--- src/bqpc_pkg.sv ---
package bqpc_pkg;

  // Field widths
  localparam int COUNT_W = 24;
  localparam int CMD_W   = 25;
  localparam int DUTY_W  = 16;
  localparam int COEF_W  = 16;
  localparam int POS_W   = 32;
  localparam int VLIM_W  = 24;
  localparam int CFG_W   = 32;
  localparam int IDX_W   = 3;

  // Sequencing counts
  localparam int MAC_TERMS = 5;
  localparam int DIV_STEPS = 8;
  localparam int CNT_W     = 3;

  // Register reset values
  localparam logic signed [COEF_W-1:0] RST_B0   = 16'sd6144;
  localparam logic signed [COEF_W-1:0] RST_B1   = -16'sd9421;
  localparam logic signed [COEF_W-1:0] RST_B2   = 16'sd3686;
  localparam logic signed [COEF_W-1:0] RST_A1   = -16'sd5734;
  localparam logic signed [COEF_W-1:0] RST_A2   = 16'sd2048;
  localparam logic signed [POS_W-1:0]  RST_SP   = 32'sd65536;
  localparam logic [VLIM_W-1:0]        RST_VLIM = 24'd786432;
  localparam logic [CFG_W-1:0]         RST_RPC  = 32'd6588397;

  // Configuration register indexes
  typedef enum logic [IDX_W-1:0] {
    REG_B0,
    REG_B1,
    REG_B2,
    REG_A1,
    REG_A2,
    REG_SETPOINT,
    REG_VLIMIT,
    REG_RPC
  } bqpc_reg_idx_t;

  // Operand pair routed to the shared multiplier
  typedef enum logic [2:0] {
    MUL_POS,
    MUL_B0,
    MUL_B1,
    MUL_B2,
    MUL_A1,
    MUL_A2
  } bqpc_mul_sel_t;

  // Sequencer states
  typedef enum logic [3:0] {
    ST_IDLE,
    ST_POS,
    ST_ERR,
    ST_MAC,
    ST_MAC_LAST,
    ST_CLAMP,
    ST_DIV_INIT,
    ST_DIV,
    ST_DONE
  } bqpc_state_t;

  // Controller to datapath commands
  typedef struct packed {
    logic          ld_in;
    logic          mul_en;
    bqpc_mul_sel_t mul_sel;
    logic          err_en;
    logic          acc_clr;
    logic          acc_en;
    logic          clamp_en;
    logic          div_init;
    logic          div_step;
    logic          out_load;
  } bqpc_cmd_t;

  // Datapath to controller status
  typedef struct packed {
    logic out_free;
  } bqpc_status_t;

endpackage

--- src/bqpc_ctrl.sv ---
module bqpc_ctrl (
  input  logic                  clk,
  input  logic                  rst_n,
  input  logic                  in_valid,
  output logic                  in_stall,
  input  bqpc_pkg::bqpc_status_t status,
  output bqpc_pkg::bqpc_cmd_t    cmd
);
  import bqpc_pkg::*;

  localparam logic [CNT_W-1:0] MAC_LAST_IDX = CNT_W'(MAC_TERMS - 1);
  localparam logic [CNT_W-1:0] DIV_LAST_IDX = CNT_W'(DIV_STEPS - 1);

  bqpc_state_t      state_r, state_nxt;
  logic [CNT_W-1:0] cnt_r, cnt_nxt;

  // State and step counter
  always_ff @(posedge clk) begin
    if (!rst_n) begin
      state_r <= ST_IDLE;
      cnt_r   <= '0;
    end else begin
      state_r <= state_nxt;
      cnt_r   <= cnt_nxt;
    end
  end

  // Take a new transaction only when idle
  assign in_stall = (state_r != ST_IDLE);

  // Next state and datapath commands
  always_comb begin
    state_nxt = state_r;
    cnt_nxt   = cnt_r;
    cmd       = '0;
    cmd.mul_sel = MUL_POS;
    case (state_r)
      ST_IDLE: begin
        if (in_valid) begin
          cmd.ld_in = 1'b1;
          state_nxt = ST_POS;
        end
      end
      ST_POS: begin
        cmd.mul_en  = 1'b1;
        cmd.mul_sel = MUL_POS;
        state_nxt   = ST_ERR;
      end
      ST_ERR: begin
        cmd.err_en  = 1'b1;
        cmd.acc_clr = 1'b1;
        cnt_nxt     = '0;
        state_nxt   = ST_MAC;
      end
      ST_MAC: begin
        // issue one product per cycle, accumulate the one issued before
        cmd.mul_en = 1'b1;
        cmd.acc_en = (cnt_r != '0);
        case (cnt_r)
          3'd0:    cmd.mul_sel = MUL_B0;
          3'd1:    cmd.mul_sel = MUL_B1;
          3'd2:    cmd.mul_sel = MUL_B2;
          3'd3:    cmd.mul_sel = MUL_A1;
          default: cmd.mul_sel = MUL_A2;
        endcase
        if (cnt_r == MAC_LAST_IDX) begin
          state_nxt = ST_MAC_LAST;
        end else begin
          cnt_nxt = cnt_r + 1'b1;
        end
      end
      ST_MAC_LAST: begin
        cmd.acc_en = 1'b1;
        state_nxt  = ST_CLAMP;
      end
      ST_CLAMP: begin
        cmd.clamp_en = 1'b1;
        state_nxt    = ST_DIV_INIT;
      end
      ST_DIV_INIT: begin
        cmd.div_init = 1'b1;
        cnt_nxt      = '0;
        state_nxt    = ST_DIV;
      end
      ST_DIV: begin
        cmd.div_step = 1'b1;
        if (cnt_r == DIV_LAST_IDX) begin
          state_nxt = ST_DONE;
        end else begin
          cnt_nxt = cnt_r + 1'b1;
        end
      end
      ST_DONE: begin
        // hold until the output register can take the result
        if (status.out_free) begin
          cmd.out_load = 1'b1;
          state_nxt    = ST_IDLE;
        end
      end
      default: begin
        state_nxt = ST_IDLE;
      end
    endcase
  end

endmodule

--- src/bqpc_dp.sv ---
module bqpc_dp (
  input  logic                                  clk,
  input  logic                                  rst_n,
  input  logic                                  cfg_wr_en,
  input  logic [bqpc_pkg::IDX_W-1:0]            cfg_index,
  input  logic [bqpc_pkg::CFG_W-1:0]            cfg_wr_data,
  input  logic signed [bqpc_pkg::COUNT_W-1:0]   in_count_sample,
  output logic                                  out_valid,
  input  logic                                  out_stall,
  output logic signed [bqpc_pkg::CMD_W-1:0]     out_command,
  output logic signed [bqpc_pkg::DUTY_W-1:0]    out_duty,
  output logic                                  out_clipped,
  input  bqpc_pkg::bqpc_cmd_t                   cmd,
  output bqpc_pkg::bqpc_status_t                status
);
  import bqpc_pkg::*;

  localparam int OPA_W  = POS_W + 1;
  localparam int OPB_W  = POS_W;
  localparam int PROD_W = OPA_W + OPB_W;
  localparam int ACC_W  = 50;
  localparam int FRAC_S = 16;
  localparam int COEF_S = 12;
  localparam int PW_W   = COUNT_W + POS_W - FRAC_S;
  localparam int UW_W   = ACC_W - COEF_S;
  localparam int QW     = DUTY_W;

  // Configuration registers
  logic signed [COEF_W-1:0] b0_r, b1_r, b2_r, a1_r, a2_r;
  logic signed [POS_W-1:0]  sp_r;
  logic [VLIM_W-1:0]        vlim_r;
  logic [CFG_W-1:0]         rpc_r;

  // Filter history
  logic signed [POS_W-1:0]  e1_r, e2_r;
  logic signed [CMD_W-1:0]  c1_r, c2_r;

  // Working registers
  logic signed [COUNT_W-1:0] count_r;
  logic signed [PROD_W-1:0]  prod_r;
  logic signed [POS_W-1:0]   err_r;
  logic signed [ACC_W-1:0]   acc_r;
  logic signed [CMD_W-1:0]   u_r;
  logic                      clip_r;
  logic [VLIM_W-1:0]         rem_r;
  logic [QW-1:0]             dbits_r;
  logic [QW-1:0]             q_r;

  // Output register
  logic                      out_valid_r;
  logic signed [CMD_W-1:0]   out_command_r;
  logic signed [DUTY_W-1:0]  out_duty_r;
  logic                      out_clipped_r;

  // One restoring division step: returns {quotient bit, remainder}
  function automatic logic [VLIM_W:0] div_bit(input logic [VLIM_W-1:0] rem,
                                               input logic bin,
                                               input logic [VLIM_W-1:0] d);
    logic [VLIM_W:0] t;
    logic [VLIM_W:0] diff;
    t    = {rem, bin};
    diff = t - {1'b0, d};
    if (t >= {1'b0, d}) begin
      div_bit = {1'b1, diff[VLIM_W-1:0]};
    end else begin
      div_bit = {1'b0, t[VLIM_W-1:0]};
    end
  endfunction

  // Shared multiplier operand selection
  logic signed [OPA_W-1:0]  op_a;
  logic signed [OPB_W-1:0]  op_b;
  logic signed [PROD_W-1:0] mul_res;

  always_comb begin
    case (cmd.mul_sel)
      MUL_POS: begin
        op_a = $signed({1'b0, rpc_r});
        op_b = OPB_W'(count_r);
      end
      MUL_B0: begin
        op_a = OPA_W'(err_r);
        op_b = OPB_W'(b0_r);
      end
      MUL_B1: begin
        op_a = OPA_W'(e1_r);
        op_b = OPB_W'(b1_r);
      end
      MUL_B2: begin
        op_a = OPA_W'(e2_r);
        op_b = OPB_W'(b2_r);
      end
      MUL_A1: begin
        op_a = OPA_W'(c1_r);
        op_b = -OPB_W'(a1_r);
      end
      MUL_A2: begin
        op_a = OPA_W'(c2_r);
        op_b = -OPB_W'(a2_r);
      end
      default: begin
        op_a = '0;
        op_b = '0;
      end
    endcase
  end

  assign mul_res = op_a * op_b;

  // Position: floor to Q16.16, saturate to 32 bits; error: saturating subtract
  logic signed [PW_W-1:0]  pos_wide;
  logic signed [POS_W-1:0] pos_sat;
  logic signed [POS_W:0]   err_wide;
  logic signed [POS_W-1:0] err_sat;

  always_comb begin
    pos_wide = prod_r[COUNT_W+POS_W-1:FRAC_S];
    if (pos_wide[PW_W-1:POS_W-1] == '0 || pos_wide[PW_W-1:POS_W-1] == '1) begin
      pos_sat = pos_wide[POS_W-1:0];
    end else if (pos_wide[PW_W-1]) begin
      pos_sat = {1'b1, {(POS_W-1){1'b0}}};
    end else begin
      pos_sat = {1'b0, {(POS_W-1){1'b1}}};
    end
    err_wide = (POS_W+1)'(sp_r) - (POS_W+1)'(pos_sat);
    if (err_wide[POS_W] == err_wide[POS_W-1]) begin
      err_sat = err_wide[POS_W-1:0];
    end else if (err_wide[POS_W]) begin
      err_sat = {1'b1, {(POS_W-1){1'b0}}};
    end else begin
      err_sat = {1'b0, {(POS_W-1){1'b1}}};
    end
  end

  // Floor the sum to Q8.16 and clamp to the voltage limit
  logic signed [UW_W:0]    u_ext;
  logic signed [UW_W:0]    vlim_pos;
  logic signed [CMD_W-1:0] u_clamped;
  logic                    clip_nxt;

  always_comb begin
    u_ext    = (UW_W+1)'($signed(acc_r[ACC_W-1:COEF_S]));
    vlim_pos = $signed((UW_W+1)'(vlim_r));
    clip_nxt = 1'b0;
    u_clamped = u_ext[CMD_W-1:0];
    if (u_ext > vlim_pos) begin
      u_clamped = $signed({1'b0, vlim_r});
      clip_nxt  = 1'b1;
    end else if (u_ext < -vlim_pos) begin
      u_clamped = -$signed({1'b0, vlim_r});
      clip_nxt  = 1'b1;
    end
  end

  // Divider: magnitude setup and two quotient bits per step
  logic [CMD_W-1:0]  mag_full;
  logic [VLIM_W:0]   div_s1, div_s2;

  assign mag_full = u_r[CMD_W-1] ? CMD_W'(-u_r) : CMD_W'(u_r);
  assign div_s1   = div_bit(rem_r, dbits_r[QW-1], vlim_r);
  assign div_s2   = div_bit(div_s1[VLIM_W-1:0], dbits_r[QW-2], vlim_r);

  // Duty from quotient: clamp, restore sign, zero for a zero limit
  logic [DUTY_W-2:0]        duty_mag;
  logic signed [DUTY_W-1:0] duty_val;

  always_comb begin
    duty_mag = q_r[QW-1] ? {(DUTY_W-1){1'b1}} : q_r[DUTY_W-2:0];
    if (vlim_r == '0) begin
      duty_val = '0;
    end else if (u_r[CMD_W-1]) begin
      duty_val = -$signed({1'b0, duty_mag});
    end else begin
      duty_val = $signed({1'b0, duty_mag});
    end
  end

  // Configuration registers, history and output valid
  always_ff @(posedge clk) begin
    if (!rst_n) begin
      b0_r        <= RST_B0;
      b1_r        <= RST_B1;
      b2_r        <= RST_B2;
      a1_r        <= RST_A1;
      a2_r        <= RST_A2;
      sp_r        <= RST_SP;
      vlim_r      <= RST_VLIM;
      rpc_r       <= RST_RPC;
      e1_r        <= '0;
      e2_r        <= '0;
      c1_r        <= '0;
      c2_r        <= '0;
      out_valid_r <= 1'b0;
    end else begin
      if (cfg_wr_en) begin
        case (bqpc_reg_idx_t'(cfg_index))
          REG_B0:       b0_r   <= cfg_wr_data[COEF_W-1:0];
          REG_B1:       b1_r   <= cfg_wr_data[COEF_W-1:0];
          REG_B2:       b2_r   <= cfg_wr_data[COEF_W-1:0];
          REG_A1:       a1_r   <= cfg_wr_data[COEF_W-1:0];
          REG_A2:       a2_r   <= cfg_wr_data[COEF_W-1:0];
          REG_SETPOINT: sp_r   <= cfg_wr_data[POS_W-1:0];
          REG_VLIMIT:   vlim_r <= cfg_wr_data[VLIM_W-1:0];
          REG_RPC:      rpc_r  <= cfg_wr_data;
          default: begin
          end
        endcase
      end
      // advance history once the new command is known
      if (cmd.clamp_en) begin
        e2_r <= e1_r;
        e1_r <= err_r;
        c2_r <= c1_r;
        c1_r <= u_clamped;
      end
      if (cmd.out_load) begin
        out_valid_r <= 1'b1;
      end else if (!out_stall) begin
        out_valid_r <= 1'b0;
      end
    end
  end

  // Working payload registers
  always_ff @(posedge clk) begin
    if (cmd.ld_in) begin
      count_r <= in_count_sample;
    end
    if (cmd.mul_en) begin
      prod_r <= mul_res;
    end
    if (cmd.err_en) begin
      err_r <= err_sat;
    end
    if (cmd.acc_clr) begin
      acc_r <= '0;
    end else if (cmd.acc_en) begin
      acc_r <= acc_r + prod_r[ACC_W-1:0];
    end
    if (cmd.clamp_en) begin
      u_r    <= u_clamped;
      clip_r <= clip_nxt;
    end
    if (cmd.div_init) begin
      rem_r   <= {1'b0, mag_full[VLIM_W-1:1]};
      dbits_r <= {mag_full[0], {(QW-1){1'b0}}};
      q_r     <= '0;
    end else if (cmd.div_step) begin
      rem_r   <= div_s2[VLIM_W-1:0];
      dbits_r <= {dbits_r[QW-3:0], 2'b00};
      q_r     <= {q_r[QW-3:0], div_s1[VLIM_W], div_s2[VLIM_W]};
    end
    if (cmd.out_load) begin
      out_command_r <= u_r;
      out_duty_r    <= duty_val;
      out_clipped_r <= clip_r;
    end
  end

  assign status.out_free = !out_valid_r || !out_stall;

  assign out_valid   = out_valid_r;
  assign out_command = out_command_r;
  assign out_duty    = out_duty_r;
  assign out_clipped = out_clipped_r;

endmodule

--- src/biquad_position_controller.sv ---
// Each accepted transaction runs to completion before the next one is taken; six passes
// through the shared 33x32 multiplier and eight 2-bit steps of the duty divider make up
// the work, and the result waits until the output register can take it.
// A finished result sits in the output register while the next sample is taken.
// Reset (rst_n low, synchronous): configuration registers return to their defaults,
// filter history clears to zero and the output register empties.
module biquad_position_controller (
  input  logic                                clk,
  input  logic                                rst_n,
  input  logic                                in_valid,
  output logic                                in_stall,
  input  logic signed [bqpc_pkg::COUNT_W-1:0] in_count_sample,
  output logic                                out_valid,
  input  logic                                out_stall,
  output logic signed [bqpc_pkg::CMD_W-1:0]   out_command,
  output logic signed [bqpc_pkg::DUTY_W-1:0]  out_duty,
  output logic                                out_clipped,
  input  logic                                cfg_wr_en,
  input  logic [bqpc_pkg::IDX_W-1:0]          cfg_index,
  input  logic [bqpc_pkg::CFG_W-1:0]          cfg_wr_data
);
  import bqpc_pkg::*;

  bqpc_cmd_t    cmd;
  bqpc_status_t status;

  // Sequencer
  bqpc_ctrl u_ctrl (
    .clk      (clk),
    .rst_n    (rst_n),
    .in_valid (in_valid),
    .in_stall (in_stall),
    .status   (status),
    .cmd      (cmd)
  );

  // Arithmetic, configuration and output register
  bqpc_dp u_dp (
    .clk             (clk),
    .rst_n           (rst_n),
    .cfg_wr_en       (cfg_wr_en),
    .cfg_index       (cfg_index),
    .cfg_wr_data     (cfg_wr_data),
    .in_count_sample (in_count_sample),
    .out_valid       (out_valid),
    .out_stall       (out_stall),
    .out_command     (out_command),
    .out_duty        (out_duty),
    .out_clipped     (out_clipped),
    .cmd             (cmd),
    .status          (status)
  );

endmodule

--- config.mk ---
export PLATFORM = sky130hd
export DESIGN_NAME = biquad_position_controller
export DESIGN_NICKNAME = d
export VERILOG_FILES = /design/src/bqpc_pkg.sv /design/src/bqpc_ctrl.sv /design/src/bqpc_dp.sv /design/src/biquad_position_controller.sv
export SDC_FILE = /design/constraint.sdc
export NUM_CORES = 2
export LEC_CHECK = 0
export BUFFER_PORTS_ARGS = -buffer_cell sky130_fd_sc_hd__buf_2
export CAP_MARGIN = 10
export CORE_MARGIN = 2
export CORE_UTILIZATION = 60
export CTS_CLUSTER_SIZE = 30
export DETAILED_ROUTE_END_ITERATION = 10
export GPL_ROUTABILITY_DRIVEN = 0
export PLACE_DENSITY = 0.76
export REMOVE_ABC_BUFFERS = 1
export SLEW_MARGIN = 25
export SYNTH_ARGS = -nofsm -noshare
export SYNTH_HDL_FRONTEND = slang
export SYNTH_SLANG_ARGS = --single-unit
--- constraint.sdc ---
create_clock -name clk -period 10.9 [get_ports clk]
set_input_delay 2.725 -clock clk [delete_from_list [all_inputs] [get_ports clk]]
set_output_delay 2.725 -clock clk [all_outputs]
set_load 0.01 [all_outputs]
==> flow_summary.yaml <==
global_route:
  grt_antenna_before_repair: 14
  grt_pass1_vias: 56030
  grt_overflow: 0
  grt_start_max_net_pins: 144
  grt_pass1_wl_um: 319800
  grt_usage_pct: 37.62
sta:
  slew_headroom_pct: 24.32
  finalSetupViolations: 0
  fmax_mhz: 93.89
  fin_crit_sh_pct: 97.71
  skew_ns: 0.04708
  report.final.slew_viol_count: 0
  fin_crit_ns: 10.65
  worst_slew_pin_slew_ns: 1.135
  final_hold_viol_count: 0
placement:
  placedCellCount: 8922
  hpwlAfterDp_um: 163300
  port_buffers: 107
logic_synthesis:
  synthSimpleGateAreaFrac_pct: 16.21
  synth_area_um2: 65130
  synth_xor_area_share_pct: 3.410
  synth_fa_ha_area_share_pct: 38.24
  synth-edff-count: 204
  synth_top_family_by_area: "adder cells"
  async_flop_share_pct: 0
  ys_seq_area_share_pct: 20.38
  synth.distinct_cells: 88
  ys_ff_latch: 561
  synth_mux_area_share_pct: 0.7089
  avgSynthCellArea_um2: 8.573
  synth_warnings: 0
  synthFlopType: "dfxtp_1"
  synth_compound_area_share_pct: 11.53
  synth_cells: 7597
clocking:
  cts_buffer_depth: 3
  cts.sinks: 561
  path_clk_slew_ns: 0.07
  cts-root-buf: "clkbuf_16"
  cts_tree: "yes"
  htreeDepth: 3
  insertion_delay_ns: 0.66
  cts_buffers: 66
floorplanning:
  fp.dieH_um: 333.5
  rows: 120
  die_x_um: 333.5
  core-area_um2: 107400
  ios: 108
  die-area_um2: 111200
  start_util_pct: 60.67
critical_path:
  crit_slowest_cell: "or4_4"
  setup.worst_path.end_class: "flip-flop"
  cp_max_fo: 8
  crit_path_start_kind: "flip-flop"
  reg2reg_from: "u_dp.a2_r[2]"
  worstRegToRegCells: 38
  critical_path.max_stage_delay_ns: 0.57
  cp.arrival_ns: 11.03
  rrSetupSlack_ns: 0.25
  worstSetupPathType: "flip-flop to flip-flop"
  crit_start: "u_dp.a2_r[2]"
  critPathRequiredTime_ns: 11.28
  rr_endpoint: "u_dp.prod_r[55]"
  cp-endpoint: "u_dp.prod_r[55]"
  crit_top_cell: "fa_1"
final_layout:
  drive_gt1_share_pct: 7.123
  final_cells: 9061
  final_util_pct: 65.53
  final_nets: 9043
  num-fill-cells: 8582
  area_delta_synth_final_pct: 8.011
routing:
  first_pass_iters: 6
  wl_um: 209200
  routedWlPerCell_um: 23.08
  drtIter0Drc: 6175
  drcViolationCount: 0
  postRouteAntennaNets: 0
  vias: 55260
  routed_via_density: 6.099
min_path:
  min_path_type: "flip-flop to flip-flop"
  holdPathStages: 0
  hp-start: "u_dp.clip_r"
flow_run:
  cap_violations: 0
outcome:
  outcome: "finished, final reports clean"
==> cell usage after synthesis (all sizes together) (94+ instances only) <==
library cell,n,area share [%]
nand2,1428,8.2
inv,1246,7.2
fa,1002,31
a21oi,575,4.4
nor2,489,2.8
clkbuf,380,2.2
ha,380,7.3
dfxtp,357,11
edfxtp,204,9.4
o21ai,201,1.5
xnor2,171,2.3
nand3,156,1.2
a21o,94,1.1
==> what timing repair did <==
action | CTS | global route
endpoints found under the setup margin | 3 | 14
hold buffers | 0 | 0
gates cloned | 0 | 2
pin swaps | 0 | 3
setup buffers | 0 | 7
gates resized for setup | 2 | 36
==> area by class of cell <==
class                      count  area, um^2  share of cell area, %
multi-input combinational   5391       45990                  65.38
sequential                   561       13270                  18.87
inverter                    1248        4702                  6.684
timing repair buffer         329        2333                  3.317
clock buffer                  92        1823                  2.592
tap                         1403        1755                  2.496
clock inverter                30       445.4                 0.6332
antenna                        7       17.52                0.02490
==> through the flow <==
step / setup slack [ns] / setup TNS (ns) / hold slack, ns / area, um^2
after floorplan: -1.611 / -27.79 / 0.4003 / 63610
after global placement: 0.06574 / 0 / 0.4083 / 67810
after detailed placement: -0.1566 / -0.2267 / 0.4072 / 67830
after CTS: 0.06955 / 0 / 0.4244 / 70100
after global routing: -0.01402 / -0.01402 / 0.4331 / 70330
final: 0.2495 / 0 / 0.4206 / 70340
==> worst min path at each step <==
stage                                  end
final                     u_dp.out_clipped
after global routing      u_dp.out_clipped
after global placement    u_dp.out_clipped
after floorplan           u_dp.out_clipped
after detailed placement  u_dp.out_clipped
after CTS                 u_dp.out_clipped
==> per-layer routing <==
metal	wire, um	GRT usage (%)	up-vias
li1	-	-	24160
met1	72580	44.79	26850
met2	93190	58.80	3326
met3	25470	10.79	907
met4	17820	26.65	16
met5	88	0	-
==> sequential cells by signal, summed over array words and instances (netlist names), 25 cells and up <==
name and flops:
u_dp.sp_r 32, u_dp.acc_r 50, u_dp.e2_r 32, u_dp.c1_r 25
u_dp.u_r 25, u_dp.c2_r 25, u_dp.e1_r 32, u_dp.out_command 25
u_dp.prod_r 56, u_dp.err_r 32, u_dp.rpc_r 32
==> worst max-delay path: cells and delay by family, from the launching register on <==
family / cells / cell delay (ns)
AOI/OAI and AO/OA: 8 / 1.41
adders and majority gates: 10 / 4.83
xor gates and xnor gates: 1 / 0.10
buffers and inverters: 8 / 0.93
DFF: 1 / 0.36
and+or+nand+nor: 11 / 2.70
==> placed cells by master, fill, tap and decap left out, types with 26 or more instances in the layout <==
master        n
a21o_1       92
o21bai_1     28
nor4_1       27
a21oi_1     565
xnor2_1     171
or3_1        43
dfxtp_1     357
mux2i_1      26
and2_1       61
inv_1      1242
buf_4       207
a211oi_1     26
nor2b_1      40
nand3_1     152
nor3_1       55
o31ai_1      36
nand4_1      44
edfxtp_1    204
ha_1        379
nand2_1    1423
nor2_1      476
a22oi_1      39
o21ai_0     190
clkbuf_16    67
o21a_1       36
xor2_1       80
buf_2       107
fa_1       1002
and3_1       34
==> kinds of logic (layout without fill, tap and decap cells) <==
| logic type | after synthesis | in the layout |
|---|---|---|
| xor gates and xnor gates | 252 | 252 |
| and+or+nand+nor | 2477 | 2477 |
| muxes | 44 | 44 |
| other | 0 | 7 |
| AOI/OAI and AO/OA | 1227 | 1227 |
| DFF | 561 | 561 |
| buffers and inverters | 1645 | 1699 |
| adders and majority gates | 1391 | 1391 |
Power is left out: the tool's default activity adds up to more than one toggle a clock period on the data nets, which glitch-free logic cannot reach.
